--- config.mk ---
export PLATFORM = sky130hd
export DESIGN_NAME = tfd_div
export DESIGN_NICKNAME = d
export VERILOG_FILES = /design/src/triangle_fragment_depth_test_unit_defines.svh /design/src/tfd_pkg.sv /design/src/tfd_div.sv
export SDC_FILE = /design/constraint.sdc
export NUM_CORES = 1
export LEC_CHECK = 0
export ABC_AREA = 1
export ABC_CLOCK_PERIOD_IN_PS = 5800
export BUFFER_PORTS_ARGS = -buffer_cell sky130_fd_sc_hd__buf_2
export CAP_MARGIN = 20
export CORE_AREA = 2 2 304 306
export DETAILED_ROUTE_END_ITERATION = 7
export DIE_AREA = 0 0 306 308
export PLACE_DENSITY = 0.47
export SYNTH_ARGS = -nofsm -noshare
export SYNTH_HDL_FRONTEND = slang
export SYNTH_SLANG_ARGS = --single-unit
--- constraint.sdc ---
create_clock -name clock -period 5.8 [get_ports clock]
set_input_delay 1.16 -clock clock [delete_from_list [all_inputs] [get_ports clock]]
set_output_delay 1.16 -clock clock [all_outputs]
set_load 0.01 [all_outputs]
--- src/triangle_fragment_depth_test_unit_defines.svh ---
// ----------------------------------------------------------------------------
// triangle fragment depth test defines
// assertion macros for the rtl of the depth test block
// ----------------------------------------------------------------------------
`ifndef TRIANGLE_FRAGMENT_DEPTH_TEST_UNIT_DEFINES_SVH
`define TRIANGLE_FRAGMENT_DEPTH_TEST_UNIT_DEFINES_SVH
`ifndef SYNTHESIS
// check with reset masking
`define TFD_ASSERT(lbl, clk, rst, prop, msg) \
   lbl: assert property (@(posedge clk) disable iff (rst) prop) else $error(msg);
// check on every edge
`define TFD_ASSERT_ALWAYS(lbl, clk, prop, msg) \
   lbl: assert property (@(posedge clk) prop) else $error(msg);
`else
`define TFD_ASSERT(lbl, clk, rst, prop, msg)
`define TFD_ASSERT_ALWAYS(lbl, clk, prop, msg)
`endif
`endif

--- src/tfd_pkg.sv ---
// ----------------------------------------------------------------------------
// tfd_pkg
// types and constants of the triangle fragment depth test
// ----------------------------------------------------------------------------
package tfd_pkg;
   localparam int NUM_W   = 64;   // divider numerator width
   localparam int DEN_W   = 50;   // divider denominator width
   localparam int QUO_W   = 48;   // divider quotient width
   localparam int CNT_W   = 6;
   localparam int DEPTH_W = 24;
   localparam int WGT_W   = 17;
   localparam int EDGE_W  = 35;
   localparam int REQ_W   = 184;
   localparam int RSP_W   = 96;
   localparam logic [CNT_W-1:0] Q_BARY  = 6'd17;
   localparam logic [CNT_W-1:0] Q_RECIP = 6'd48;
   localparam logic [CNT_W-1:0] Q_DEPTH = 6'd25;
   localparam logic [CNT_W-1:0] Q_WGT   = 6'd17;
   localparam logic [DEPTH_W-1:0] DEPTH_MAX = 24'hFFFFFF;

   typedef enum logic [3:0] {
      DOP_BA  = 4'd0,
      DOP_BB  = 4'd1,
      DOP_RA  = 4'd2,
      DOP_RB  = 4'd3,
      DOP_RC  = 4'd4,
      DOP_DEP = 4'd5,
      DOP_GA  = 4'd6,
      DOP_GB  = 4'd7,
      DOP_GC  = 4'd8
   } div_op_type;

   typedef struct packed {
      logic             start;
      logic [CNT_W-1:0] q_bits;
   } div_ctl_type;

   typedef struct packed {
      logic done;
      logic ovf;
   } div_sts_type;
endpackage

--- src/tfd_div.sv ---
// ----------------------------------------------------------------------------
// tfd_div
// shared restoring divider, one quotient bit per cycle, quotient bit count
// set per operation; flags quotients that need more bits than requested
// ----------------------------------------------------------------------------
module tfd_div import tfd_pkg::*; (
   input  logic              clock,
   input  logic              reset,
   input  div_ctl_type       ctl,
   input  logic [NUM_W-1:0]  num,
   input  logic [DEN_W-1:0]  den,
   output div_sts_type       sts,
   output logic [QUO_W-1:0]  quot
);
   logic [DEN_W-1:0] rem_ff, rem_in;
   logic [NUM_W-1:0] bits_ff, bits_in;
   logic [QUO_W-1:0] quot_ff, quot_in;
   logic [CNT_W-1:0] cnt_ff, cnt_in;
   logic             busy_ff, busy_in;
   logic             done_ff, done_in;
   logic             ovf_ff, ovf_in;
   logic [NUM_W-1:0] head;
   logic [DEN_W:0]   trial;

   assign head  = num >> ctl.q_bits;
   assign trial = {rem_ff, bits_ff[NUM_W-1]};

   always_comb begin
      rem_in  = rem_ff;
      bits_in = bits_ff;
      quot_in = quot_ff;
      cnt_in  = cnt_ff;
      busy_in = busy_ff;
      ovf_in  = ovf_ff;
      done_in = 1'b0;
      if (ctl.start) begin
         rem_in  = head[DEN_W-1:0];
         bits_in = num << (7'(NUM_W) - 7'(ctl.q_bits));
         quot_in = '0;
         cnt_in  = ctl.q_bits;
         busy_in = 1'b1;
         ovf_in  = head >= NUM_W'(den);
      end else if (busy_ff) begin
         bits_in = {bits_ff[NUM_W-2:0], 1'b0};
         if (trial >= {1'b0, den}) begin
            rem_in  = DEN_W'(trial - {1'b0, den});
            quot_in = {quot_ff[QUO_W-2:0], 1'b1};
         end else begin
            rem_in  = trial[DEN_W-1:0];
            quot_in = {quot_ff[QUO_W-2:0], 1'b0};
         end
         cnt_in = cnt_ff - 1'b1;
         if (cnt_ff == CNT_W'(1)) begin
            busy_in = 1'b0;
            done_in = 1'b1;
         end
      end
   end

   always_ff @(posedge clock) begin
      if (reset) begin
         busy_ff <= 1'b0;
         done_ff <= 1'b0;
      end else begin
         busy_ff <= busy_in;
         done_ff <= done_in;
      end
      rem_ff  <= rem_in;
      bits_ff <= bits_in;
      quot_ff <= quot_in;
      cnt_ff  <= cnt_in;
      ovf_ff  <= ovf_in;
   end

   assign sts.done = done_ff;
   assign sts.ovf  = ovf_ff;
   assign quot     = quot_ff;
endmodule

* Word-level counts from Yosys, hierarchy flattened *
Index checks and enable logic that the tools add are counted.

cells by class
  eq/ne operators = 1
  bitwise operators = 1
  shifts and indexed selects = 2
  reduce and logical (&&, ||, !) cells = 2
  $lt $le $gt $ge = 2
  add/subtract/negate cells = 3
  mux-type cells = 12

operators with widths
  kind                                              number
  2-to-1 mux 50 bit                                 3
  2-to-1 mux 64 bit                                 2
  >= comparator 64 x 50 -> 1 bit                    1
  left shift 64 x 7 -> 64 bit                       1
  >> shifter 64 x 6 -> 64 bit                       1
  >= comparator 51 x 50 -> 1 bit                    1
  subtractor 50 bit                                 1
  2-to-1 mux 6 bit                                  2
  subtractor 7 x 6 -> 7 bit, first input constant   1
  == test 6 x 1 -> 1 bit, second input constant     1
  subtractor 6 x 1 -> 6 bit, second input constant  1
  2-to-1 mux 1 bit                                  5
  OR reduction 3 bit                                1
  nonzero test 2 bit                                1
  NOT 1 bit                                         1

storage, ports and cells
  register bits after elaboration = 171
  output and inout port bits = 50
  input bits = 123
  word-level logic and storage cells = 30

* Depth between registers and ports, before layout *
Gate-level depths: netlist (run 1).

  depth after elaboration = 4
  mapped depth = 27
  mapped depth without buffers = 25

* Least setup slack after synthesis (run 1) *
Ideal clock, no wire load.

  path kind = input to register
  start = input port ctl[6] in the netlist's numbering
  end = register bits_ff[0] (enable)
  arrival = 4.990 ns
  path slack = 0.278 ns
  stages on the path = 4
  setup time = 0.532 ns
  path buffers = 2
  data required time = 5.268 ns
  cell sequence = clkbuf_1 -> nor2_1 -> inv_1 -> clkbuf_1

between the ends
  cells in the longest elaborated chain, start to end = 1

RTL lines
  element                              line           RTL
  from (decl)                          tfd_div.sv:9   input div_ctl_type ctl,
  nonzero test 2 bit (no source line)  --
  to (signal assigned)                 tfd_div.sv:69  bits_ff <= bits_in;
  to (decl)                            tfd_div.sv:16  logic [NUM_W-1:0] bits_ff, bits_in;

No other way between the ends.
A chain may end at the register's enable or synchronous reset.

* Final worst setup path (run 1) *
  start = input port ctl[0] in the netlist's numbering
  end = register ovf_ff (data pin)

between the ends
  cells in the longest elaborated chain, start to end = 2

RTL lines
  element                         line           RTL
  >> shifter 64 x 6 -> 64 bit     tfd_div.sv:25  assign head = num >> ctl.q_bits;
  >= comparator 64 x 50 -> 1 bit  tfd_div.sv:42  ovf_in = head >= NUM_W'(den);
  to (signal assigned)            tfd_div.sv:72  ovf_ff <= ovf_in;
  to (decl)                       tfd_div.sv:21  logic ovf_ff, ovf_in;

No other way between the ends.

==> qor.csv, run 1 <==
stage;metric;value;unit
clock_tree;clock_insertion_delay_worst_skew;0.49;ns
outcome;status;complete, no violations;
drt;route.antenna.remaining_nets;0;
yosys;async_reset_ff_share;0;%
yosys;synth_largest_area_cell;sky130_fd_sc_hd__nand2_1;
yosys;synth_seq_area_share;22.33;%
yosys;synth_flop_cell;sky130_fd_sc_hd__edfxtp_1;
worst_setup_path;worst_ep_required_time;6.04;ns
clock_tree;clock_tree_from_tritoncts;yes;
drt;route.vias.total;22848;
sta;worst_pin_slew;0.9253;ns
floorplanning;die_h;308;microns
worst_setup_path;ff2ff_path_depth;14;
finish;fin_area;0.02315;sq mm
yosys;synth_area_per_cell;5.817;sq um
floorplanning;io_pins;173;
global_routing;wire_length_of_the_first_global_routing_pass;132700;microns
clock_tree;post_cts.resized_instances;0;
yosys;syn_nets;3794;
pwr;p_int;3.158;mW
yosys;postSynthRegisterBits;171;
worst_setup_path;cpMostUsedCell;sky130_fd_sc_hd__nand2_1;
worst_hold_path;holdPathStages;2;
worst_setup_path;path_class;in -> reg;
clock_tree;clk_transition_reported_paths;0.09;ns
floorplanning;fp.dieArea;0.09425;sq mm
clock_tree;cts_post_setup_buffers_inserted;0;
job;cap_violations;0;
worst_hold_path;hp-class;reg -> reg;
clock_tree;cts_hold_buffers;0;
clock_tree;root_buffer;sky130_fd_sc_hd__clkbuf_16;
worst_setup_path;critPathSlowestCell;sky130_fd_sc_hd__buf_4;
yosys;synth.most_common_cell;sky130_fd_sc_hd__nand2_1;
finish;syn2layout_area_growth;11.58;%
worst_setup_path;r2r_path_end;rem_ff[22];
sta;finalHoldWorstSlack;0.4702;ns
finish;design.final.nets;3832;
pwr;power.switching_fraction;48.67;%
global_routing;global_route_total_usage_across_every_layer;18.48;%
place;detailedPlacementHpwl;71280;microns
place;gp_congestion;0.9332;
pwr;switching_power;2.994;mW
pwr;overall_power;6.151;mW
floorplanning;core_area;0.09097;sq mm
sta;max_freq;236.4;MHz
yosys;number_of_flops_mapped_to_enable_cells_by_yosys;121;
pwr;power.leakage;11.78;nW
sta;number_of_hold_slack_violations_in_the_final_timing_report;0;
sta;drv_slew;0;
global_routing;overflow;0;
yosys;synth_common_cells;sky130_fd_sc_hd__nand2_1 (1300), sky130_fd_sc_hd__inv_1 (512), sky130_fd_sc_hd__nand3_1 (441), sky130_fd_sc_hd__o21ai_0 (177), sky130_fd_sc_hd__nor2_1 (145);
sta;fin_skew;0.02530;ns
clock_tree;clock_sinks;171;
yosys;number_of_distinct_library_cell_variants_in_the_gate_level_netlist_after_synthesis;52;
drt;drt-initial-drc-count;1990;
global_routing;first_global_vias;21380;
yosys;netlist_instances;3567;
floorplanning;core.rowCount;111;
sta;totalNegativeSetupSlack;0;ns
floorplanning;fp.dieW;306;microns
worst_hold_path;min-delay-start;quot[47];
drt;detailedRoute.firstPassIterationCount;6;
place;postPlaceCellArea;0.02254;sq mm
floorplanning;initial_utilization;22.81;%
clock_tree;cts-buffers-inserted;17;
pwr;seq_power_share;26.5;%
yosys;post_synth_instance_area;0.02075;sq mm
pwr;vdd_drop_max;0.1999;mV
finish;fill_cells;10443;
global_routing;grt_max_degree;100;
worst_setup_path;startpoint_type;input port;
drt;routed_via_density;4.752;
yosys;yosys.area.top_type_share;23.52;%
worst_setup_path;cp_data_arrival_time;4.47;ns
worst_hold_path;timing.hold.worst_endpoint;quot[47];
worst_setup_path;critical_path.endpoint_type;flop;
clock_tree;cts_max_level;4;
worst_setup_path;worst-path-max-fanout;53;
worst_setup_path;crit_path_cell_trace;buf_4, buf_4, nand2_1, a21boi_0, o21ai_0, nand2_1, nand3_1, nand3_1, nand3_1, ha_1, nand2_1, inv_1, o21ai_0, nand2_1, nor2_1, nand2_1, nor2_1, nand2_1, nand2_1, nand2_1, nand2_1, nand3_1;
drt;drc_violations;0;
drt;routed_wire_length;88150;microns
pwr;share_comb_of_total_power;53.3;%
yosys;synth.area.top_cells;sky130_fd_sc_hd__nand2_1 (24%), sky130_fd_sc_hd__edfxtp_1 (18%), sky130_fd_sc_hd__nand3_1 (11%), sky130_fd_sc_hd__inv_1 (9.3%), sky130_fd_sc_hd__ha_1 (6.2%);
worst_setup_path;critical-path-max-stage-delay;0.45;ns
worst_setup_path;rrSetupSlack;2.49;ns
clock_tree;max_clock_buf_depth;2;
sta;setup_viol_count_final;0;
drt;drt-wirelength-per-cell;18.33;microns
sta;rsz0062_at_grt;false;
pwr;power.share.clock;20.2;%
pwr;power_density;265.7;mW/mm^2
sta;timing.slew.headroom;38.31;%
worst_setup_path;timing.rr.start;rem_ff[8];
global_routing;antenna_violations_before_repair;14;
finish;drive_gt1_share;8.126;%
yosys;synthesis.yosys.warnings;0;
place;portBuffers;172;
sta;final_worst_path_period_need;4.230;ns
sta;min_period_over_period;72.94;%
[how the worst max path moves through the flow]
stage / cells after the start / to / slack (ns) / startpoint
2_1_floorplan: 4 / bits_ff[0] / 0.28 / ctl[6]
3_3_place_gp: 22 / ovf_ff / 1.03 / ctl[0]
3_5_place_dp: 22 / ovf_ff / 1.06 / ctl[0]
4_1_cts: 22 / ovf_ff / 1.59 / ctl[0]
5_1_grt: 23 / ovf_ff / 1.25 / ctl[0]
6_report: 22 / ovf_ff / 1.57 / ctl[0]
[cells in the final DEF, fill, tap and decap left out, types with 19 or more instances in the layout]
| cell | instances |
|---|---|
| sky130_fd_sc_hd__o21ai_0 | 177 |
| sky130_fd_sc_hd__nor2_1 | 143 |
| sky130_fd_sc_hd__inv_1 | 508 |
| sky130_fd_sc_hd__o21ai_1 | 77 |
| sky130_fd_sc_hd__dfxtp_1 | 50 |
| sky130_fd_sc_hd__nand2_1 | 1299 |
| sky130_fd_sc_hd__a21oi_1 | 85 |
| sky130_fd_sc_hd__buf_4 | 30 |
| sky130_fd_sc_hd__and2_1 | 22 |
| sky130_fd_sc_hd__buf_2 | 171 |
| sky130_fd_sc_hd__ha_1 | 103 |
| sky130_fd_sc_hd__nand4_1 | 83 |
| sky130_fd_sc_hd__o211ai_1 | 25 |
| sky130_fd_sc_hd__mux2i_1 | 45 |
| sky130_fd_sc_hd__nand3_1 | 441 |
| sky130_fd_sc_hd__xnor2_1 | 19 |
| sky130_fd_sc_hd__o22ai_1 | 46 |
| sky130_fd_sc_hd__edfxtp_1 | 121 |
[logic make-up after synthesis]
family,after synthesis,share of synthesized area [%]
AOI/OAI and AO/OA,458,12.36
xor gates and xnor gates,25,1.091
adders and majority gates,104,6.307
buffers and inverters,713,13.84
DFF,171,22.33
muxes,45,2.171
and+or+nand+nor,2051,41.90
[state kept, by name, indices dropped and copies added (netlist names)]
register  cells
cnt_ff        6
bits_ff      64
quot         48
ovf_ff        1
rem_ff       50
done_ff       1
busy_ff       1
[per-stage QoR]
step	instances	worst slack (ns)	utilization [%]
floorplan	3567	0.2781	-
global route	4807	1.249	25.45
global placement	4772	1.035	24.77
finish	4808	1.570	25.45
detailed placement	4772	1.059	24.77
CTS	4804	1.595	25.44
[power groups by stage]
stage          combinational, mW  clock, mW  sequential (mW)
3_3_place_gp                3.24          0             1.65
3_5_place_dp                3.24          0             1.66
4_1_cts                     3.25       1.29             1.63
6_report                    3.28       1.25             1.63
5_1_grt                     3.68       1.32             1.65
2_1_floorplan               2.29          0             1.63
[routing by layer]
metal	global-route usage, %	up-vias	routed length (microns)
li1	-	11624	-
met1	24.37	10472	40060
met2	30.81	610	40640
met3	2.817	122	4571
met4	5.969	20	2756
met5	0	-	115
[critical path, delay by kind of cell]
| kind | cells | cell delay (ns) |
|---|---|---|
| adders and majority gates | 1 | 0.30 |
| buffers and inverters | 3 | 0.73 |
| AOI/OAI and AO/OA | 3 | 0.63 |
| and+or+nand+nor | 15 | 1.60 |
[area by class of cell]
type,count,area (sq um),share of cell area [%]
Timing Repair Buffer,205,1161,5.015
Multi-Input combinational cell,2683,13270,57.31
Clock buffer,18,439.2,1.897
Tap cell,1186,1484,6.409
Clock inverter,14,167.7,0.7242
Sequential cell,171,4634,20.02
Inverter,527,1988,8.587
Antenna cell,4,10.01,0.04323
No activity file was read; power rests on OpenSTA's default activity.
==> run 2, diff against run 1 <==
--- a/config.mk
+++ b/config.mk
@@ -6,13 +6,13 @@
 export NUM_CORES = 1
 export LEC_CHECK = 0
 export ABC_AREA = 1
-export ABC_CLOCK_PERIOD_IN_PS = 5800
+export ABC_CLOCK_PERIOD_IN_PS = 4200
 export BUFFER_PORTS_ARGS = -buffer_cell sky130_fd_sc_hd__buf_2
 export CAP_MARGIN = 20
 export CORE_AREA = 2 2 304 306
 export DETAILED_ROUTE_END_ITERATION = 7
 export DIE_AREA = 0 0 306 308
-export PLACE_DENSITY = 0.47
+export PLACE_DENSITY = 0.46
 export SYNTH_ARGS = -nofsm -noshare
 export SYNTH_HDL_FRONTEND = slang
 export SYNTH_SLANG_ARGS = --single-unit
==> constraint.sdc (replaced) <==
create_clock -name clock -period 4.2 [get_ports clock]
set_input_delay 0.84 -clock clock [delete_from_list [all_inputs] [get_ports clock]]
set_output_delay 0.84 -clock clock [all_outputs]
set_load 0.01 [all_outputs]
==> qor.csv, run 2 (synthesized netlist as in run 1, its figures left out) <==
stage;metric;value;unit;change
sta;setup_viol_count_final;0;;unchanged
floorplanning;die_h;308;microns;unchanged
clock_tree;clock_sinks;171;;unchanged
floorplanning;initial_utilization;22.81;%;unchanged
floorplanning;core.rowCount;111;;unchanged
sta;fin_skew;0.03217;ns;+0.006866 ns
outcome;status;complete, no violations;;
place;portBuffers;172;;unchanged
clock_tree;clk_transition_reported_paths;0.08;ns;about the same
global_routing;overflow;0;;unchanged
worst_setup_path;worst-path-max-fanout;47;;-11%
sta;totalNegativeSetupSlack;0;ns;unchanged
clock_tree;max_clock_buf_depth;2;;unchanged
drt;drc_violations;0;;unchanged
pwr;power.switching_fraction;48.64;%;about the same
worst_setup_path;ff2ff_path_depth;13;;-1
worst_setup_path;path_class;in -> reg;;
finish;design.final.nets;3881;;+1.3%
clock_tree;cts_post_setup_buffers_inserted;0;;unchanged
worst_hold_path;hp-class;reg -> reg;;
clock_tree;root_buffer;sky130_fd_sc_hd__clkbuf_16;;
worst_setup_path;critical_path.endpoint_type;flop;;
pwr;share_comb_of_total_power;53.2;%;about the same
worst_setup_path;r2r_path_end;rem_ff[29];;
drt;routed_via_density;4.709;;-0.91%
clock_tree;cts-buffers-inserted;17;;unchanged
drt;route.antenna.remaining_nets;0;;unchanged
drt;route.vias.total;22856;;+0.035%
drt;routed_wire_length;89050;microns;+1.0%
clock_tree;post_cts.resized_instances;0;;unchanged
clock_tree;clock_insertion_delay_worst_skew;0.50;ns;about the same
worst_hold_path;timing.hold.worst_endpoint;quot[47];;
global_routing;antenna_violations_before_repair;11;;-3
place;place_worst_setup_slack;0.1377;ns;-0.9214 ns
pwr;vdd_drop_max;0.3651;mV;+83%
pwr;overall_power;8.667;mW;+41%
worst_setup_path;worst_ep_required_time;4.43;ns;-1.61 ns
worst_setup_path;cp_data_arrival_time;3.91;ns;-0.56 ns
pwr;power_density;365.7;mW/mm^2;+38%
pwr;power.share.clock;20.8;%;+0.6 points
drt;drt-wirelength-per-cell;18.34;microns;about the same
drt;met1Wirelength;40070;microns;about the same
place;place.detailed.instances;4821;;+1.0%
pwr;seq_power_share;26.0;%;-0.5 points
sta;worst_pin_slew;0.8047;ns;-0.1207 ns
sta;timing.slew.headroom;45.79;%;+7.5 points
worst_hold_path;min-delay-start;quot[47];;
finish;syn2layout_area_growth;14.21;%;
drt;wire_length_on_met3;4156;microns;-9.1%
finish;largest_register_by_flop_count;bits_ff;;
sta;max_freq;272.2;MHz;
pwr;switching_power;4.216;mW;+41%
sta;min_period_over_period;87.49;%;
worst_hold_path;holdPathStages;2;;unchanged
finish;layout_common_cells;sky130_fd_sc_hd__nand2_1 (1299), sky130_fd_sc_hd__inv_1 (508), sky130_fd_sc_hd__nand3_1 (441);;
global_routing;first_global_vias;21715;;+1.6%
job;cap_violations;0;;unchanged
worst_setup_path;startpoint_type;input port;;
sta;drv_slew;0;;unchanged
global_routing;grt_max_degree;65;;-35%
global_routing;global_route_total_usage_across_every_layer;18.67;%;+0.19 points
finish;largest_register_ffs;64;;unchanged
global_routing;wire_length_of_the_first_global_routing_pass;133700;microns;+0.74%
drt;top_layer;met5;;
finish;layout.core_utilization;26.05;%;+0.60 points
place;detailedPlacementHpwl;72850;microns;+2.2%
sta;rsz0062_at_grt;false;;
clock_tree;cts_max_level;4;;unchanged
worst_setup_path;timing.rr.start;rem_ff[8];;
floorplanning;core_area;0.09097;sq mm;unchanged
sta;number_of_hold_slack_violations_in_the_final_timing_report;0;;unchanged
finish;final-instance-count-excl-fill;4854;;+0.96%
clock_tree;clock_tree_from_tritoncts;yes;;
floorplanning;fp.dieW;306;microns;unchanged
pwr;p_int;4.451;mW;+41%
place;gp_congestion;0.9339;;about the same
floorplanning;fp.dieArea;0.09425;sq mm;unchanged
floorplanning;io_pins;173;;unchanged
pwr;power.leakage;12.09;nW;+2.6%
sta;final_worst_path_period_need;3.674;ns;
drt;met2_wirelength;41280;microns;+1.6%
clock_tree;cts_hold_buffers;0;;unchanged
worst_setup_path;rrSetupSlack;0.98;ns;-1.51 ns
sta;postLayoutSetupSlackWorst;0.5256;ns;-1.044 ns
finish;drive_gt1_share;9.354;%;+1.2 points
drt;detailedRoute.firstPassIterationCount;7;;+1
finish;mostFrequentLayoutCell;sky130_fd_sc_hd__nand2_1;;
drt;drt-initial-drc-count;1923;;-3.4%
## run 2: cell count changes in the layout (fill, tap and decap cells not counted), sizes merged
cell,previous run,this run
inv,535,536
diode,4,1
buf,205,254
clkbuf,18,17
## run 2: power groups by stage
stage / clock network, mW / logic [mW] / registers [mW]
after floorplan: 0 / 3.16 / 2.25
after global placement: 0 / 4.58 / 2.29
after detailed placement: 0 / 4.57 / 2.29
after CTS: 1.87 / 4.59 / 2.25
after global routing: 1.92 / 5.20 / 2.28
final: 1.80 / 4.61 / 2.25
## run 2: critical path, stage by stage
cell,delay [ns]
sky130_fd_sc_hd__buf_4,0.17
sky130_fd_sc_hd__buf_12,0.21
sky130_fd_sc_hd__nand2_1,0.09
sky130_fd_sc_hd__o21ai_0,0.08
sky130_fd_sc_hd__inv_1,0.07
sky130_fd_sc_hd__o21ai_0,0.37
sky130_fd_sc_hd__nand2_1,0.14
sky130_fd_sc_hd__nand3_1,0.17
sky130_fd_sc_hd__nand3_1,0.13
sky130_fd_sc_hd__nand3_1,0.20
sky130_fd_sc_hd__and3_1,0.19
sky130_fd_sc_hd__ha_1,0.22
sky130_fd_sc_hd__nand2_1,0.09
sky130_fd_sc_hd__nor2_1,0.05
sky130_fd_sc_hd__nor3_1,0.23
sky130_fd_sc_hd__nand2_1,0.09
sky130_fd_sc_hd__nand2_1,0.07
sky130_fd_sc_hd__nand2_1,0.07
sky130_fd_sc_hd__nand2_1,0.06
sky130_fd_sc_hd__nand2_1,0.11
sky130_fd_sc_hd__nand2_1,0.09
sky130_fd_sc_hd__nand2_1,0.05
sky130_fd_sc_hd__nand2_1,0.05
sky130_fd_sc_hd__nand3_1,0.06
## run 2: worst max path at each step
stage / start / end / slack (ns) / depth (start not counted)
after detailed placement: ctl[0] / ovf_ff / 0.14 / 24
after global placement: ctl[0] / ovf_ff / 0.07 / 24
final: ctl[0] / ovf_ff / 0.53 / 24
after global routing: ctl[0] / ovf_ff / 0.30 / 24
after floorplan: ctl[0] / ovf_ff / 0.88 / 25
after CTS: ctl[0] / ovf_ff / 0.68 / 24
## run 2: metal layers
metal  track usage [%]  up-vias
met5                 0        -
met4             7.149       20
met3             2.790      130
met2             31.16      545
met1             24.21    10441
li1                  -    11720
## run 2: layout make-up
| class | instances | area, sq um |
|---|---|---|
| fill | 10451 | 67270 |
| multi-input combinational | 2683 | 13270 |
| sequential | 171 | 4634 |
| timing repair buffer | 254 | 1679 |
| antenna | 1 | 2.502 |
| tap | 1186 | 1484 |
| clock buffer | 17 | 425.4 |
| clock inverter | 15 | 217.7 |
| inverter | 527 | 1988 |
## run 2: metrics by stage
stage | cell area, sq um | hold WS [ns]
finish | 23700 | 0.4616
global route | 23700 | 0.4946
CTS | 23700 | 0.4707
detailed placement | 23050 | 0.4474
global placement | 23050 | 0.4384
floorplan | 20750 | 0.4673
